$ cat config.mk
export PLATFORM = sky130hd
export DESIGN_NAME = srpc_front
export DESIGN_NICKNAME = d
export VERILOG_FILES = /design/src/rtl/srpc_pkg.sv /design/src/rtl/srpc_front.sv
export SDC_FILE = /design/constraint.sdc
export NUM_CORES = 1
export LEC_CHECK = 0
export BUFFER_PORTS_ARGS = -buffer_cell sky130_fd_sc_hd__clkbuf_2
export CORE_ASPECT_RATIO = 2
export CORE_MARGIN = 2
export CORE_UTILIZATION = 45
export CTS_CLUSTER_DIAMETER = 40
export DETAILED_ROUTE_END_ITERATION = 16
export GPL_ROUTABILITY_DRIVEN = 0
export GPL_TIMING_DRIVEN = 0
export HOLD_SLACK_MARGIN = 0.05
export PLACE_DENSITY = 0.73
export SLEW_MARGIN = 5
export SYNTH_ARGS = -nofsm -noshare
export SYNTH_HDL_FRONTEND = slang
export SYNTH_SLANG_ARGS = --single-unit
export TNS_END_PERCENT = 100
$ cat constraint.sdc
create_clock -name i_clk -period 20.7 [get_ports i_clk]
set_input_delay 4.14 -clock i_clk [delete_from_list [all_inputs] [get_ports i_clk]]
set_output_delay 4.14 -clock i_clk [all_outputs]
set_load 0.02 [all_outputs]
$ cat src/rtl/srpc_pkg.sv
// Shared types, constants and arithmetic helpers for the scene radius and patch corner block.
// No dependencies; every other file imports this package.
package srpc_pkg;

    localparam int COORD_W   = 24;
    localparam int FRAC_BITS = 12;
    localparam int SQ_W      = 50;                      // squared distance width
    localparam int ROOT_W    = SQ_W / 2;                // 25-bit root
    localparam int REM_W     = ROOT_W + 1;
    localparam int AREA_ITER = (COORD_W + FRAC_BITS) / 2;
    localparam int TAN_W     = COORD_W + COORD_W / 2 - FRAC_BITS + 6; // unsaturated scaled tangent
    localparam int S_W       = AREA_ITER - 1;           // scale factor width
    localparam int PROD_W    = S_W + 1 + COORD_W;
    localparam int SUM_W     = TAN_W + 2;
    localparam int SQP_W     = 2 * COORD_W;
    localparam int GEN_W     = 32;
    localparam int ITER_W    = 5;

    localparam logic [1:0] KIND_CORNER = 2'd0;
    localparam logic [1:0] KIND_TAN1   = 2'd1;
    localparam logic [1:0] KIND_TAN2   = 2'd2;
    localparam logic [1:0] KIND_RADIUS = 2'd3;

    typedef struct packed {
        logic                      cmd;
        logic signed [COORD_W-1:0] a_x;
        logic signed [COORD_W-1:0] a_y;
        logic signed [COORD_W-1:0] a_z;
        logic signed [COORD_W-1:0] b_x;
        logic signed [COORD_W-1:0] b_y;
        logic signed [COORD_W-1:0] b_z;
        logic signed [COORD_W-1:0] c_x;
        logic signed [COORD_W-1:0] c_y;
        logic signed [COORD_W-1:0] c_z;
        logic        [COORD_W-1:0] area;
        logic                      last_item;
    } t_item;

    typedef struct packed {
        logic        [1:0]         kind;
        logic        [1:0]         corner_index;
        logic signed [COORD_W-1:0] vec_x;
        logic signed [COORD_W-1:0] vec_y;
        logic signed [COORD_W-1:0] vec_z;
        logic        [COORD_W:0]   radius;
        logic        [GEN_W-1:0]   generation;
        logic                      last_result;
    } t_result;

    // Square root unit handshake.
    typedef struct packed {
        logic              start;
        logic [SQ_W-1:0]   rad;
        logic [ITER_W-1:0] iters;
    } t_sqrt_req;

    function automatic logic signed [COORD_W-1:0] sat_c(input logic signed [SUM_W-1:0] v);
        logic signed [SUM_W-1:0] hi;
        logic signed [SUM_W-1:0] lo;
        hi = SUM_W'((64'sd1 <<< (COORD_W - 1)) - 64'sd1);
        lo = -hi - SUM_W'(1);
        if (v > hi)
            return COORD_W'(hi);
        else if (v < lo)
            return COORD_W'(lo);
        return v[COORD_W-1:0];
    endfunction

    // Round to nearest, ties toward +inf: add half then floor shift.
    function automatic logic signed [TAN_W-1:0] round_t(input logic signed [PROD_W-1:0] p);
        logic signed [PROD_W-1:0] q;
        q = (p + PROD_W'(1 << (FRAC_BITS - 1))) >>> FRAC_BITS;
        return q[TAN_W-1:0];
    endfunction

endpackage

$ cat src/rtl/srpc_front.sv
// Front side: two-entry request queue that accepts and holds incoming items.
// Depends on srpc_pkg.
module srpc_front (
    input  logic           i_clk,
    input  logic           i_rst_n,
    input  logic           push,
    output logic           full,
    input  srpc_pkg::t_item i_item,
    output logic           o_q_empty,
    input  logic           i_q_pop,
    output srpc_pkg::t_item o_q_item
);
    import srpc_pkg::*;

    t_item      r_mem [2];
    logic       r_wp, r_rp;
    logic [1:0] r_cnt;
    logic       wr, rd;

    assign full      = (r_cnt == 2'd2);
    assign o_q_empty = (r_cnt == 2'd0);
    assign o_q_item  = r_mem[r_rp];
    assign wr        = push && !full;
    assign rd        = i_q_pop && !o_q_empty;

    always_ff @(posedge i_clk) begin
        if (wr) begin
            r_mem[r_wp] <= i_item;
        end
        if (!i_rst_n) begin
            r_wp  <= 1'b0;
            r_rp  <= 1'b0;
            r_cnt <= 2'd0;
        end else begin
            if (wr) r_wp <= !r_wp;
            if (rd) r_rp <= !r_rp;
            r_cnt <= r_cnt + 2'(wr) - 2'(rd);
        end
    end
endmodule

==> reports/metrics.cfg <==
[placed_design]
hpwl_mm = 29.91
pre_cts_slack_ns = 14.55
dp_cells = 1812
io_buffer_count = 489

[die]
die_x_um = 147.1
core-area_um2 = 40340
initial_core_util_pct = 45.70
ios = 490
rows = 104
die-area_um2 = 42700
die_h_um = 290.2

[setup_path]
crit_path_end_kind = output pin
critical_path_class = register to output pin
cp_data_arrival_time_ns = 1.96
required_ns = 16.56
start_kind = register
rr_startpoint = r_cnt[0]
cp_max_fo = 10

[clock_tree]
postCtsSetupBuffers = 0
cts.htree.levels = 2
ctsHoldBuffers = 0
clk_latency_ns = 0.54
clk_pin_slew_worst_paths_ns = 0.06
root_buffer = clkbuf_16
cts_tree = yes
cts.path.max_buffers = 3
cts_resized = 0
cts-buffers-inserted = 43
cts.sinks = 489

[final_layout]
drive_gt1_share_pct = 61.57
layout.cells.non_filler = 1896
final_util_pct = 57.84
seqCellArea_um2 = 14630
fillers = 3057
area_growth_pct = 26.56
multi_input_comb_area_um2 = 3536
nNetsFinal = 1575

[timing]
rsz0062_at_grt = no
fin_ws_ns = 14.60
period_share_pct = 29.45
setup_tns_ns = 0
max_slew_margin_pct = 40.52
final_hold_viol_count = 0
holdWs_ns = 0.5085
period_needed_ns = 6.097
worst_slew_pin_slew_ns = 0.8922
fmax_mhz = 164.0
drv_slew = 0
fin_skew_ns = 0.01712
final-setup-viol-count = 0

[route]
vias_per_cell = 4.872
num_vias = 9237
drc = 0
ant_nets = 0
dr.pass1.iters = 7
wirelength_mm = 39.95
wl_per_cell_um = 21.07
drtIter0Drc = 378

[yosys]
synth_fp_nets = 1028
synth_area_leaders = edfxtp_1, mux2_4, mux2_2, buf_6, dfxtp_1
synth_cell_types = 18
synthesis.area_um2 = 18440
ys_seq_area_share_pct = 79.38
synth_seq_cells = 489
ys_warn_count = 0
post-synth-top-area-cell = edfxtp_1
synth_top_cell_area_share_pct = 78.84
syn-mean-instance-area_um2 = 23.63
synth_cells = 780

[grt]
grtUsageMet3_pct = 4.458
grt_usage_pct = 18.41
use_met2_pct = 35.49
grt_overflow_total = 0
top_usage_layer = met2
grt_pass1_wl_mm = 59.06
grt.met1_usage_pct = 18.24
first_global_vias = 10030
grt_max_degree = 58
grt_antenna_before_repair = 8

[worst_hold_path]
min_path_type = register to register
min-delay-start = r_rp

[power]
p_seq_share_pct = 41.4
p_comb_share_pct = 32.5
p_int_uw = 2189
p_switching_uw = 973.9
swShare_pct = 30.79
leakage_uw = 0.009191
ir_drop_uv = 109.8
pwr-share-clk_pct = 26.0
p_per_area_nw_per_um2 = 135.6

[outcome]
status = complete, no violations

[run]
drv_cap = 0

[final cells by class]
class,count,share of cell area [%]
Antenna cell,5,0.05363
Sequential cell,489,62.72
Timing Repair Buffer,502,11.70
Clock inverter,24,1.223
Multi-Input combinational cell,261,15.15
Tap cell,530,2.842
Clock buffer,55,5.116
Inverter,3,0.04826
Buffer,27,1.142
[critical path, stage by stage (launching register included)]
cell and delay, ns:
dfxtp_1 0.32, buf_6 0.14, buf_6 0.21, buf_6 0.23, mux2_4 0.31, clkbuf_2 0.18
[per-stage QoR]
step           instance area, um2  total power, uW
3_5_place_dp                21840             2376
6_report                    23330             3163
3_3_place_gp                21550             2422
5_1_grt                     23330             3283
2_1_floorplan               18440             2084
4_1_cts                     23320             3203
[state kept, by name (all words and copies together), names as in the netlist, named ones only]
signal / flops
r_rp: 1
r_mem: 484
r_cnt: 2
r_wp: 1
[worst paths after layout]
check / endpoint / slack [ns] / cells past startpoint
worst max-delay path: o_q_item[95] / 14.60 / 5
worst max register to register: r_mem[0][83] / 18.25 / 7
worst min register to register: register / 0.51 / 2
worst min-delay path: register / 0.51 / 2
[layout by cell type (no fill, tap or decap), types with 6 or more instances in the layout]
cell type and instances:
buf_12 10, buf_2 6, buf_6 21, clkbuf_1 7, clkbuf_16 45, clkbuf_2 489
clkinv_1 7, edfxtp_1 484, mux2_2 62, mux2_4 180
[per-layer routing]
| metal | wire length [um] | vias to the layer above |
|---|---|---|
| met3 | 2580 | 86 |
| met2 | 22520 | 357 |
| met4 | 1580 | 6 |
| met1 | 13240 | 4565 |
| li1 | - | 4223 |
| met5 | 34 | - |
[cells in the mapped netlist]
| cell | n |
|---|---|
| mux2_4 | 180 |
| edfxtp_1 | 484 |
| and2_1 | 2 |
| nor2_1 | 5 |
| nand2b_1 | 2 |
| buf_6 | 21 |
| buf_2 | 6 |
| nor3_1 | 1 |
| mux2i_1 | 1 |
| mux2_2 | 62 |
| and3_1 | 1 |
| nand2_1 | 2 |
| xor2_1 | 1 |
| o21a_1 | 1 |
| ha_1 | 2 |
| xnor2_1 | 1 |
| inv_1 | 3 |
| dfxtp_1 | 5 |
[power groups by stage]
stage | clock network [uW] | logic, uW | registers, uW
2_1_floorplan | 0 | 701 | 1380
3_3_place_gp | 0 | 1000 | 1420
3_5_place_dp | 0 | 1040 | 1330
4_1_cts | 845 | 1050 | 1310
5_1_grt | 877 | 1080 | 1320
6_report | 824 | 1030 | 1310
[cells by family after synthesis]
group                    Yosys count  share of synthesized area (%)
AO/OA/AOI/OAI                      1                        0.04074
flip-flops                       489                          79.38
buffers and inverters             30                          1.507
AND/OR/NAND/NOR                   13                         0.3394
multiplexers                     243                          18.50
adder cells (fa/ha/maj)            2                         0.1357
XOR/XNOR                           2                        0.09504
Note: power is estimated with default switching activity, not from simulation.
