[src/rtl/srpc_pkg.sv]
// Shared types, constants and arithmetic helpers for the scene radius and patch corner block.
// No dependencies; every other file imports this package.
package srpc_pkg;

    localparam int COORD_W   = 24;
    localparam int FRAC_BITS = 12;
    localparam int SQ_W      = 50;                      // squared distance width
    localparam int ROOT_W    = SQ_W / 2;                // 25-bit root
    localparam int REM_W     = ROOT_W + 1;
    localparam int AREA_ITER = (COORD_W + FRAC_BITS) / 2;
    localparam int TAN_W     = COORD_W + COORD_W / 2 - FRAC_BITS + 6; // unsaturated scaled tangent
    localparam int S_W       = AREA_ITER - 1;           // scale factor width
    localparam int PROD_W    = S_W + 1 + COORD_W;
    localparam int SUM_W     = TAN_W + 2;
    localparam int SQP_W     = 2 * COORD_W;
    localparam int GEN_W     = 32;
    localparam int ITER_W    = 5;

    localparam logic [1:0] KIND_CORNER = 2'd0;
    localparam logic [1:0] KIND_TAN1   = 2'd1;
    localparam logic [1:0] KIND_TAN2   = 2'd2;
    localparam logic [1:0] KIND_RADIUS = 2'd3;

    typedef struct packed {
        logic                      cmd;
        logic signed [COORD_W-1:0] a_x;
        logic signed [COORD_W-1:0] a_y;
        logic signed [COORD_W-1:0] a_z;
        logic signed [COORD_W-1:0] b_x;
        logic signed [COORD_W-1:0] b_y;
        logic signed [COORD_W-1:0] b_z;
        logic signed [COORD_W-1:0] c_x;
        logic signed [COORD_W-1:0] c_y;
        logic signed [COORD_W-1:0] c_z;
        logic        [COORD_W-1:0] area;
        logic                      last_item;
    } t_item;

    typedef struct packed {
        logic        [1:0]         kind;
        logic        [1:0]         corner_index;
        logic signed [COORD_W-1:0] vec_x;
        logic signed [COORD_W-1:0] vec_y;
        logic signed [COORD_W-1:0] vec_z;
        logic        [COORD_W:0]   radius;
        logic        [GEN_W-1:0]   generation;
        logic                      last_result;
    } t_result;

    // Square root unit handshake.
    typedef struct packed {
        logic              start;
        logic [SQ_W-1:0]   rad;
        logic [ITER_W-1:0] iters;
    } t_sqrt_req;

    function automatic logic signed [COORD_W-1:0] sat_c(input logic signed [SUM_W-1:0] v);
        logic signed [SUM_W-1:0] hi;
        logic signed [SUM_W-1:0] lo;
        hi = SUM_W'((64'sd1 <<< (COORD_W - 1)) - 64'sd1);
        lo = -hi - SUM_W'(1);
        if (v > hi)
            return COORD_W'(hi);
        else if (v < lo)
            return COORD_W'(lo);
        return v[COORD_W-1:0];
    endfunction

    // Round to nearest, ties toward +inf: add half then floor shift.
    function automatic logic signed [TAN_W-1:0] round_t(input logic signed [PROD_W-1:0] p);
        logic signed [PROD_W-1:0] q;
        q = (p + PROD_W'(1 << (FRAC_BITS - 1))) >>> FRAC_BITS;
        return q[TAN_W-1:0];
    endfunction

endpackage

[src/rtl/srpc_outq.sv]
// Four-entry result queue between the sequencer and the result port.
// Depends on srpc_pkg.
module srpc_outq (
    input  logic              i_clk,
    input  logic              i_rst_n,
    input  logic              i_push,
    output logic              o_full,
    input  srpc_pkg::t_result i_res,
    output logic              empty,
    input  logic              pop,
    output srpc_pkg::t_result o_result
);
    import srpc_pkg::*;

    t_result    r_mem [4];
    logic [1:0] r_wp, r_rp;
    logic [2:0] r_cnt;
    logic       wr, rd;

    assign o_full   = (r_cnt == 3'd4);
    assign empty    = (r_cnt == 3'd0);
    assign o_result = r_mem[r_rp];
    assign wr       = i_push && !o_full;
    assign rd       = pop && !empty;

    always_ff @(posedge i_clk) begin
        if (wr) begin
            r_mem[r_wp] <= i_res;
        end
        if (!i_rst_n) begin
            r_wp  <= '0;
            r_rp  <= '0;
            r_cnt <= '0;
        end else begin
            if (wr) r_wp <= r_wp + 2'd1;
            if (rd) r_rp <= r_rp + 2'd1;
            r_cnt <= r_cnt + 3'(wr) - 3'(rd);
        end
    end
endmodule

[config.mk]
export PLATFORM = sky130hd
export DESIGN_NAME = srpc_outq
export DESIGN_NICKNAME = d
export VERILOG_FILES = /design/src/rtl/srpc_pkg.sv /design/src/rtl/srpc_outq.sv
export SDC_FILE = /design/constraint.sdc
export NUM_CORES = 1
export LEC_CHECK = 0
export BUFFER_PORTS_ARGS = -buffer_cell sky130_fd_sc_hd__buf_2
export CAP_MARGIN = 20
export CORE_ASPECT_RATIO = 1.25
export CORE_UTILIZATION = 45
export DETAILED_ROUTE_END_ITERATION = 6
export PLACE_DENSITY = 0.7
export SLEW_MARGIN = 20
export SYNTH_ARGS = -nofsm -noshare
export SYNTH_HDL_FRONTEND = slang
export SYNTH_SLANG_ARGS = --single-unit
[constraint.sdc]
create_clock -name i_clk -period 6 [get_ports i_clk]
set_input_delay 0.3 -clock i_clk [delete_from_list [all_inputs] [get_ports i_clk]]
set_output_delay 0.3 -clock i_clk [all_outputs]
set_load 0.03 [all_outputs]
==> impl_metrics.yaml, run 1 <==
timing:
  grt_setup_unrepaired: "false"
  timing.final.hold_violations: 0
  tightest_slew_ns: 1.06
  finalWorstPathRequiredPeriod_ns: 3.34
  fin_tns_setup_ns: 0
  slew_headroom_pct: 29.5
  period_utilization_post_route_pct: 55.6
  setup_violations: 0
  achievable-frequency_mhz: 300
  timing_max_transition_violations_final: 0
  worst_clock_skew_ns: 0.0175
job:
  cap_violations: 0
power_and_ir_drop:
  leakage_nw: 8.36
  power.density_cell_area_nw_per_um2: 428
  vdd.ir_drop.worst_v: 0.000295
setup_path:
  critical_path_required_ns: 5.70
  critical_path_peak_fanout: 47
  worst-setup-path-type: "flop to output port"
  r2r_slack_ns: 3.16
  timing.critical_path.from_type: "flop"
  crit_arrival_ns: 3.04
  last_element_of_the_critical_path: "o_result[40]"
  r2r-start: "r_cnt[2]"
  worst_r2r_path_depth: 4
  crit_path_end_kind: "output port"
  worst_r2r_endpoint: "r_mem[1][3]"
grt:
  total_congestion_overflow_after_global_routing: 0
  grt_first_pass_wirelength_um: 58000
  grt_pass1_vias: 10115
  grt_antenna_before_repair: 7
  overall_routing_resource_usage_pct: 17.3
  grt_start_max_net_pins: 77
logic_synthesis:
  ys_seq_elements: 545
  ys_seq_area_share_pct: 82.3
  ys_warn_count: 0
  synth_cells: 751
  netlist_area_um2: 19800
  netlist-cell-type-count: 20
  syn_nets: 896
  postSynthAreaPerCell_um2: 26.3
layout:
  layout_common_cells: "sky130_fd_sc_hd__edfxtp_1, sky130_fd_sc_hd__buf_2, sky130_fd_sc_hd__mux4_2, sky130_fd_sc_hd__dlygate4sd3_1, sky130_fd_sc_hd__clkbuf_16"
  regArea_um2: 16300
  most_common_library_cell_in_the_layout_ignoring_fill_and_taps: "sky130_fd_sc_hd__edfxtp_1"
  design.final.nets: 1332
  nFillCells: 3196
  drive_above_1_share_pct: 40.2
  multi_input_gate_area_um2: 3290
  final_core_util_pct: 57.7
  instances_no_fill: 1795
  area_delta_synth_final_pct: 25.9
  finished_layout_cell_area_um2: 24900
die:
  std_cell_rows: 85
  dieArea_um2: 44800
  ioPinCount: 274
  floorplan.core_area_um2: 43200
  vertical_die_dimension_um: 236
  dieWidth_um: 190
  initial_utilization_pct: 45.8
clock_tree:
  clock_sinks: 545
  ctsLongestPathBuffers: 3
  cts-root-buf: "sky130_fd_sc_hd__clkbuf_16"
  clkLatencyLatePin_ns: 0.57
  cts.htree.levels: 2
  cts.repair_timing.setup_buffer_count: 0
  clkTransAtPathRegs_ns: 0.06
  number_of_gates_resized_after_cts: 0
  postCtsHoldBufs: 134
  tritoncts: "yes"
  total_cts_buffers: 52
placed_design:
  number_of_placed_instances_with_taps_included: 1564
  post_dp_cell_area_um2: 21800
  gp_routability_congestion: 0.742
  buffer_ports.inserted: 273
  dp.final_hpwl_um: 21200
drt:
  remaining_drc_errors: 0
  drt-vias-per-instance: 5.19
  drt-pass1-iter-count: 5
  drt_first_iter_violations: 426
  drt-total-wl_um: 38000
  wl_per_cell_um: 21.2
  vias_after_detailed_routing: 9313
  drt.antenna.violating_nets: 0
status:
  outcome: "finished clean"
hold_path:
  hold_path.class: "input pin to flop"
layout make-up:
type	instances	area share, %
sequential	545	65.4
multi-input combinational	168	13.2
timing repair buffer	414	11.4
clock buffer	67	5.70
tap	565	2.84
clock inverter	27	1.31
inverter	6	0.0905
antenna	3	0.0302
report_power, final:
group / leakage [nW] / switching (mW) / internal [mW]
clock network: 0.843 / 1.34 / 1.97
registers: 4.98 / 0.174 / 4.62
logic: 2.53 / 1.59 / 0.975
critical path: stages, from the launching register on:
cell	delay, ns
sky130_fd_sc_hd__dfxtp_4	0.97
sky130_fd_sc_hd__buf_4	0.61
sky130_fd_sc_hd__mux4_2	0.60
sky130_fd_sc_hd__buf_2	0.20
state kept, by name, indices dropped and copies added (netlist names), named ones only:
| signal | cells |
|---|---|
| r_cnt | 3 |
| r_mem | 536 |
| r_wp | 2 |
| r_rp | 2 |
metrics by stage:
stage | hold WS [ns] | worst slack (ns) | power [mW]
final | 0.0577 | 2.66 | 10.7
after floorplan | 0.399 | 1.46 | 6.71
after CTS | 0.0325 | 2.54 | 10.8
after global routing | 0.0675 | 2.40 | 11.1
after detailed placement | 0.489 | 3.16 | 7.42
after global placement | 0.478 | 3.16 | 7.39
logic make-up after synthesis:
kind of cell	after synthesis	synth area share (%)
mux	136	15.4
buf+inv	38	1.12
xor+xnor	2	0.0886
compound gates	4	0.114
fa+ha+maj	7	0.481
flops	545	82.3
simple gates	19	0.550
per-layer routing:
layer | wire length (µm) | track usage (%)
met5 | 40 | 0
met1 | 15500 | 21.9
met4 | 761 | 5.21
met2 | 19400 | 29.4
met3 | 2340 | 4.12
synthesized netlist by cell type:
library cell,n,area (µm²)
sky130_fd_sc_hd__or3_1,1,6.26
sky130_fd_sc_hd__o21ai_0,3,15.0
sky130_fd_sc_hd__nor2b_1,2,12.5
sky130_fd_sc_hd__dfxtp_1,9,180
sky130_fd_sc_hd__nand2_1,6,22.5
sky130_fd_sc_hd__xnor2_1,2,17.5
sky130_fd_sc_hd__buf_2,15,75.1
sky130_fd_sc_hd__or4bb_1,1,11.3
sky130_fd_sc_hd__edfxtp_1,536,16100
sky130_fd_sc_hd__clkbuf_1,9,33.8
sky130_fd_sc_hd__buf_6,8,90.1
sky130_fd_sc_hd__nor3_1,1,5.00
sky130_fd_sc_hd__mux4_2,134,3020
sky130_fd_sc_hd__nor3b_1,1,7.51
sky130_fd_sc_hd__ha_1,6,75.1
sky130_fd_sc_hd__mux2i_1,2,20.0
sky130_fd_sc_hd__a21boi_0,1,7.51
sky130_fd_sc_hd__fa_1,1,20.0
sky130_fd_sc_hd__and2_1,7,43.8
sky130_fd_sc_hd__inv_1,6,22.5
worst min-delay path by stage:
stage / start / end / cells past startpoint
after floorplan: i_res[0] / r_mem[0][0] / 0
after global placement: r_rp[1] / flop / 2
after detailed placement: r_wp[1] / r_wp[1] / 2
after CTS: i_rst_n / r_wp[1] / 3
after global routing: i_rst_n / r_cnt[2] / 2
final: i_rst_n / r_wp[1] / 3
Note: power is estimated with default switching activity, not from simulation.
==> inputs of run 2 (changes only) <==
ABC_AREA = 1   (was not set)
PLACE_DENSITY = 0.72   (was 0.7)
clock period = 2.65 ns   (was 6 ns; I/O delays follow)
==> impl_metrics.yaml, run 2 <==
status:
  outcome: "finished clean"
drt:
  drt_first_iter_violations: 832
  drt.antenna.violating_nets: 0
  drt-vias-per-instance: 5.35
  route.layer.met1.wl_um: 18500
  met2WireLength_um: 22500
  met3_length_um: 3130
  drt-total-wl_um: 45300
  wl_per_cell_um: 19.1
  vias_after_detailed_routing: 12733
  remaining_drc_errors: 0
  top_signal_layer_used: "met5"
  drt-pass1-iter-count: 5
setup_path:
  critical_path_peak_fanout: 104
  r2r_slack_ns: 0.70
  path_delay_family: "buffers and inverters"
  r2r-start: "r_cnt[0]"
  critical_path_required_ns: 2.52
  worstPathCellList: "buf_12 -> o21ai_0 -> o22ai_1 -> buf_2"
  worst-setup-path-type: "flop to output port"
  crit_arrival_ns: 2.37
  slowest_stage: "sky130_fd_sc_hd__dfxtp_4"
  worst-path-buf-inv: 2
  crit_path_end_kind: "output port"
  delay_of_the_slowest_cell_on_the_worst_path_ns: 0.49
  worst_r2r_endpoint: "r_cnt[2]"
  timing.critical_path.from_type: "flop"
  worst_r2r_path_depth: 10
layout:
  regMostFlops: "r_mem"
  area_delta_synth_final_pct: 24.1
  layout_common_cells: "sky130_fd_sc_hd__edfxtp_1, sky130_fd_sc_hd__nor2_1, sky130_fd_sc_hd__buf_2"
  most_common_library_cell_in_the_layout_ignoring_fill_and_taps: "sky130_fd_sc_hd__edfxtp_1"
  reg_top3: "r_mem: 536 flops, r_cnt: 3 flops"
  instances_no_fill: 2379
  largest_register_ff_count: 536
  nFillCells: 3369
  drive_above_1_share_pct: 21.0
  design.final.nets: 1906
logic_synthesis:
  synth-main-ff-cell: "sky130_fd_sc_hd__edfxtp_1"
  synth_most_common_cell: "sky130_fd_sc_hd__edfxtp_1"
  share_of_the_synthesized_area_in_the_top_cell_type_pct: 79.0
  synth_cells: 1364
  synth_enable_flop_cells: 536
  synth_area_leaders: "sky130_fd_sc_hd__edfxtp_1, sky130_fd_sc_hd__nor2_1, sky130_fd_sc_hd__o21ai_0, sky130_fd_sc_hd__o22ai_1, sky130_fd_sc_hd__buf_6"
  ys_seq_elements: 545
  ys_warn_count: 0
  netlist-cell-type-count: 20
  syn_nets: 1509
  yosys-top-cells-count: "sky130_fd_sc_hd__edfxtp_1, sky130_fd_sc_hd__nor2_1, sky130_fd_sc_hd__o21ai_0"
  fraction_of_synthesis_flops_using_an_asynchronous_set_or_reset_pin_pct: 0
  netlist_area_um2: 20400
  postSynthAreaPerCell_um2: 14.9
  cell_taking_the_most_area_after_synthesis: "sky130_fd_sc_hd__edfxtp_1"
  ys_seq_area_share_pct: 79.9
timing:
  tightest_slew_ns: 0.642
  slew_headroom_pct: 57.2
  finalWorstPathRequiredPeriod_ns: 2.50
  worst_clock_skew_ns: 0.0232
  timing.final.hold_violations: 0
  achievable-frequency_mhz: 399
  period_utilization_post_route_pct: 94.5
  fin_tns_setup_ns: 0
  timing_max_transition_violations_final: 0
  setup_violations: 0
  grt_setup_unrepaired: "false"
hold_path:
  hold_path.class: "input pin to flop"
  min_from: "i_res[35]"
  worst_hold_path.num_cells: 2
  worst_hold_path.endpoint: "r_mem[2][35]"
job:
  cap_violations: 0
grt:
  overall_routing_resource_usage_pct: 19.3
  grt_antenna_before_repair: 4
  grt_pass1_vias: 12623
  total_congestion_overflow_after_global_routing: 0
  grt_first_pass_wirelength_um: 68000
  grt_start_max_net_pins: 135
die:
  dieWidth_um: 192
  vertical_die_dimension_um: 240
  dieArea_um2: 46100
  floorplan.core_area_um2: 44300
  std_cell_rows: 86
  ioPinCount: 274
  initial_utilization_pct: 46.0
clock_tree:
  clkLatencyLatePin_ns: 0.59
  cts.htree.levels: 2
  clkTransAtPathRegs_ns: 0.07
  ctsLongestPathBuffers: 3
  cts-root-buf: "sky130_fd_sc_hd__clkbuf_16"
  total_cts_buffers: 52
  clock_sinks: 545
  tritoncts: "yes"
power_and_ir_drop:
  power.density_cell_area_nw_per_um2: 969
  power.total_mw: 24.5
  vdd.ir_drop.worst_v: 0.000826
  leakage_nw: 8.87
placed_design:
  number_of_placed_instances_with_taps_included: 2142
  gp_routability_congestion: 0.743
  buffer_ports.inserted: 273
  dp.final_hpwl_um: 24000
==> run 2: cell types whose count changed in the layout (fill, tap and decap cells not counted), sizes merged, moves of 8 or more <==
cell,previous run,this run
nand2,6,14
mux4,134,0
inv,8,21
o22ai,0,134
o21ai,3,268
buf,280,294
nor2,0,280
==> run 2: kinds of logic (layout without fill, tap and decap cells) <==
kind of cell | Yosys count | after routing | synth area share (%)
and+or+nand+nor | 298 | 298 | 5.51
buffers and inverters | 107 | 546 | 3.34
other | 0 | 4 | 0
adders and majority gates | 7 | 7 | 0.467
DFF | 545 | 545 | 79.9
AOI/OAI and AO/OA | 407 | 407 | 10.8
==> run 2: worst max-delay path by stage <==
stage / startpoint / end / slack (ns) / cells past startpoint
5_1_grt: flop / o_result[36] / 0.05 / 4
3_3_place_gp: flop / o_result[0] / 0.73 / 4
6_report: flop / o_result[36] / 0.15 / 4
3_5_place_dp: flop / o_result[81] / 0.70 / 4
4_1_cts: flop / o_result[81] / 0.04 / 4
2_1_floorplan: r_cnt[1] / r_mem[0][0] / -0.37 / 4
==> run 2: timing repair <==
action / CTS / global route
setup endpoints to repair: 0 / 5
setup buffers: 0 / 0
hold buffers: 137 / 0
hold endpoints to repair: 545 / 0
resized for setup: 0 / 1
==> run 2: final cells by class <==
class / instances / area, µm² / area share (%)
Antenna cell: 4 / 10.0 / 0.0396
Clock buffer: 67 / 1360 / 5.37
Clock inverter: 29 / 251 / 0.995
Inverter: 19 / 83.8 / 0.332
Multi-Input combinational cell: 712 / 3470 / 13.7
Sequential cell: 545 / 16300 / 64.4
Tap cell: 572 / 716 / 2.83
Timing Repair Buffer: 431 / 3110 / 12.3
==> run 2: power breakdown <==
part / internal, mW / total [mW] / leakage, nW / switching (mW)
Clock: 3.93 / 6.99 / 0.786 / 3.06
Combinational: 1.82 / 6.79 / 3.10 / 4.97
Sequential: 10.5 / 10.7 / 4.98 / 0.227
==> run 2: routing by layer <==
| metal | up-vias | global-route usage [%] |
|---|---|---|
| met1 | 6262 | 24.3 |
| met4 | 2 | 6.90 |
| met2 | 433 | 32.7 |
| met3 | 78 | 4.39 |
| met5 | - | 0 |
| li1 | 5958 | - |
==> run 2: per-stage QoR <==
stage	setup slack [ns]	hold WS, ns	utilization, %	area, µm²
6_report	0.146	0.289	57.0	25300
5_1_grt	0.0475	0.269	57.0	25300
4_1_cts	0.0446	0.245	57.0	25300
3_5_place_dp	0.704	0.348	50.3	22300
3_3_place_gp	0.735	0.341	50.3	22300
2_1_floorplan	-0.368	0.226	-	20400
==> inputs of run 3 (changes only) <==
clock period = 2.17 ns   (was 2.65 ns; I/O delays follow)
==> impl_metrics.yaml, run 3 (same netlist as run 2, synthesis figures left out) <==
status:
  outcome: "finished clean"
layout:
  largest_register_ff_count: 536
  area_delta_synth_final_pct: 28.3
  nFillCells: 3331
  reg_top3: "r_mem: 536 flops, r_cnt: 3 flops"
  most_common_library_cell_in_the_layout_ignoring_fill_and_taps: "sky130_fd_sc_hd__edfxtp_1"
  regMostFlops: "r_mem"
  layout_common_cells: "sky130_fd_sc_hd__edfxtp_1, sky130_fd_sc_hd__nor2_1, sky130_fd_sc_hd__buf_2"
  design.final.nets: 1933
  instances_no_fill: 2408
  drive_above_1_share_pct: 22.6
timing:
  slew_headroom_pct: 65.4
  timing_max_transition_violations_final: 0
  worst_clock_skew_ns: 0.0184
  tightest_slew_ns: 0.519
  timing.hold.ws_ns: 0.266
  period_utilization_post_route_pct: 97.3
  achievable-frequency_mhz: 474
  setup_violations: 0
  grt_setup_unrepaired: "true"
  timing.final.hold_violations: 0
  finalWorstPathRequiredPeriod_ns: 2.11
setup_path:
  critical_path_required_ns: 2.06
  path_delay_family: "buffers and inverters"
  worst-path-buf-inv: 4
  r2r_slack_ns: 0.28
  critical_path_peak_fanout: 25
  delay_of_the_slowest_cell_on_the_worst_path_ns: 0.36
  timing.critical_path.from_type: "flop"
  crit_arrival_ns: 2.00
  worstPathCellList: "buf_12 -> clkinv_16 -> buf_16 -> o21ai_0 -> o22ai_1 -> buf_4"
  crit_path_end_kind: "output port"
  slowest_stage: "sky130_fd_sc_hd__dfxtp_4"
  worst-setup-path-type: "flop to output port"
drt:
  drt.antenna.violating_nets: 0
  drt-vias-per-instance: 5.51
  drt-total-wl_um: 51600
  drt_first_iter_violations: 1095
  vias_after_detailed_routing: 13267
  remaining_drc_errors: 0
  drt-pass1-iter-count: 5
  wl_per_cell_um: 21.4
power_and_ir_drop:
  comb_power_share_pct: 30.9
  vdd.ir_drop.worst_v: 0.000817
  power.internal_mw: 20.8
  leakage_nw: 9.25
  power.density_cell_area_nw_per_um2: 1210
  power.total_mw: 31.5
  sequential_share_of_power_pct: 41.5
  netSwitchingPower_mw: 10.7
  power_frac_clock_pct: 27.6
  power.share.switching_pct: 33.9
grt:
  grt_antenna_before_repair: 7
  grt_pass1_vias: 13205
  overall_routing_resource_usage_pct: 21.7
  grt_start_max_net_pins: 79
  grt_first_pass_wirelength_um: 74200
  total_congestion_overflow_after_global_routing: 0
job:
  cap_violations: 0
hold_path:
  hold_path.class: "input pin to flop"
clock_tree:
  cts-root-buf: "sky130_fd_sc_hd__clkbuf_16"
  clkLatencyLatePin_ns: 0.60
  clkTransAtPathRegs_ns: 0.06
  tritoncts: "yes"
  ctsLongestPathBuffers: 3
  cts.htree.levels: 2
  clock_sinks: 545
  total_cts_buffers: 52
placed_design:
  gp_routability_congestion: 0.745
  buffer_ports.inserted: 273
  dp.final_hpwl_um: 24900
  number_of_placed_instances_with_taps_included: 2144
die:
  dieArea_um2: 46100
  dieWidth_um: 192
  initial_utilization_pct: 46.0
  vertical_die_dimension_um: 240
  floorplan.core_area_um2: 44300
  ioPinCount: 274
  std_cell_rows: 86
==> run 3: final timing paths <==
| check | startpoint | end | depth (start not counted) |
|---|---|---|---|
| min | i_res[58] | r_mem[3][58] | 2 |
| max reg2reg | r_cnt[0] | r_cnt[2] | 10 |
| max | flop | o_result[78] | 6 |
| min reg2reg | r_rp[0] | r_rp[0] | 2 |
==> run 3: layer usage <==
layer | track usage [%] | up-vias | share of wire, %
met5 | 0 | - | 0.064
met4 | 9.02 | 4 | 2.8
met3 | 4.38 | 82 | 8.0
met2 | 36.3 | 562 | 50
met1 | 27.4 | 6607 | 40
li1 | - | 6012 | -
==> run 3: final cells by class <==
type                            count  area [µm²]  area share [%]
Inverter                           19         103           0.392
Multi-Input combinational cell    712        3530            13.5
Timing Repair inverter              2        22.5          0.0861
Sequential cell                   545       16300            62.3
Timing Repair Buffer              456        3850            14.7
Clock buffer                       67        1380            5.27
Antenna cell                        6        15.0          0.0574
Clock inverter                     29         250           0.957
Tap cell                          572         716            2.74
==> run 3: timing repair <==
action | CTS | global route
hold endpoints to repair | 545 | 0
setup buffers | 6 | 4
pin swaps | 2 | 4
resized for setup | 68 | 29
hold buffers | 137 | 0
endpoints found under the setup margin | 134 | 87
cloned | 10 | 5
==> run 3: through the flow <==
step / instance area (µm²) / setup slack, ns / TNS, ns / utilization (%)
4_1_cts: 25900 / -0.0560 / -0.700 / 58.4
6_report: 26100 / 0.0588 / 0 / 59.0
2_1_floorplan: 20400 / -0.848 / -446.87 / -
3_3_place_gp: 22300 / 0.272 / 0 / 50.3
3_5_place_dp: 22300 / 0.282 / 0 / 50.3
5_1_grt: 26100 / -0.0334 / -0.0801 / 59.0
==> run 3: power by group through the flow <==
stage	sequential, mW	combinational, mW	clock (mW)
after CTS	13.1	9.47	8.86
after global routing	13.1	10.3	9.23
after floorplan	13.3	5.70	0
final	13.1	9.74	8.70
after detailed placement	13.3	8.19	0
after global placement	13.2	8.04	0
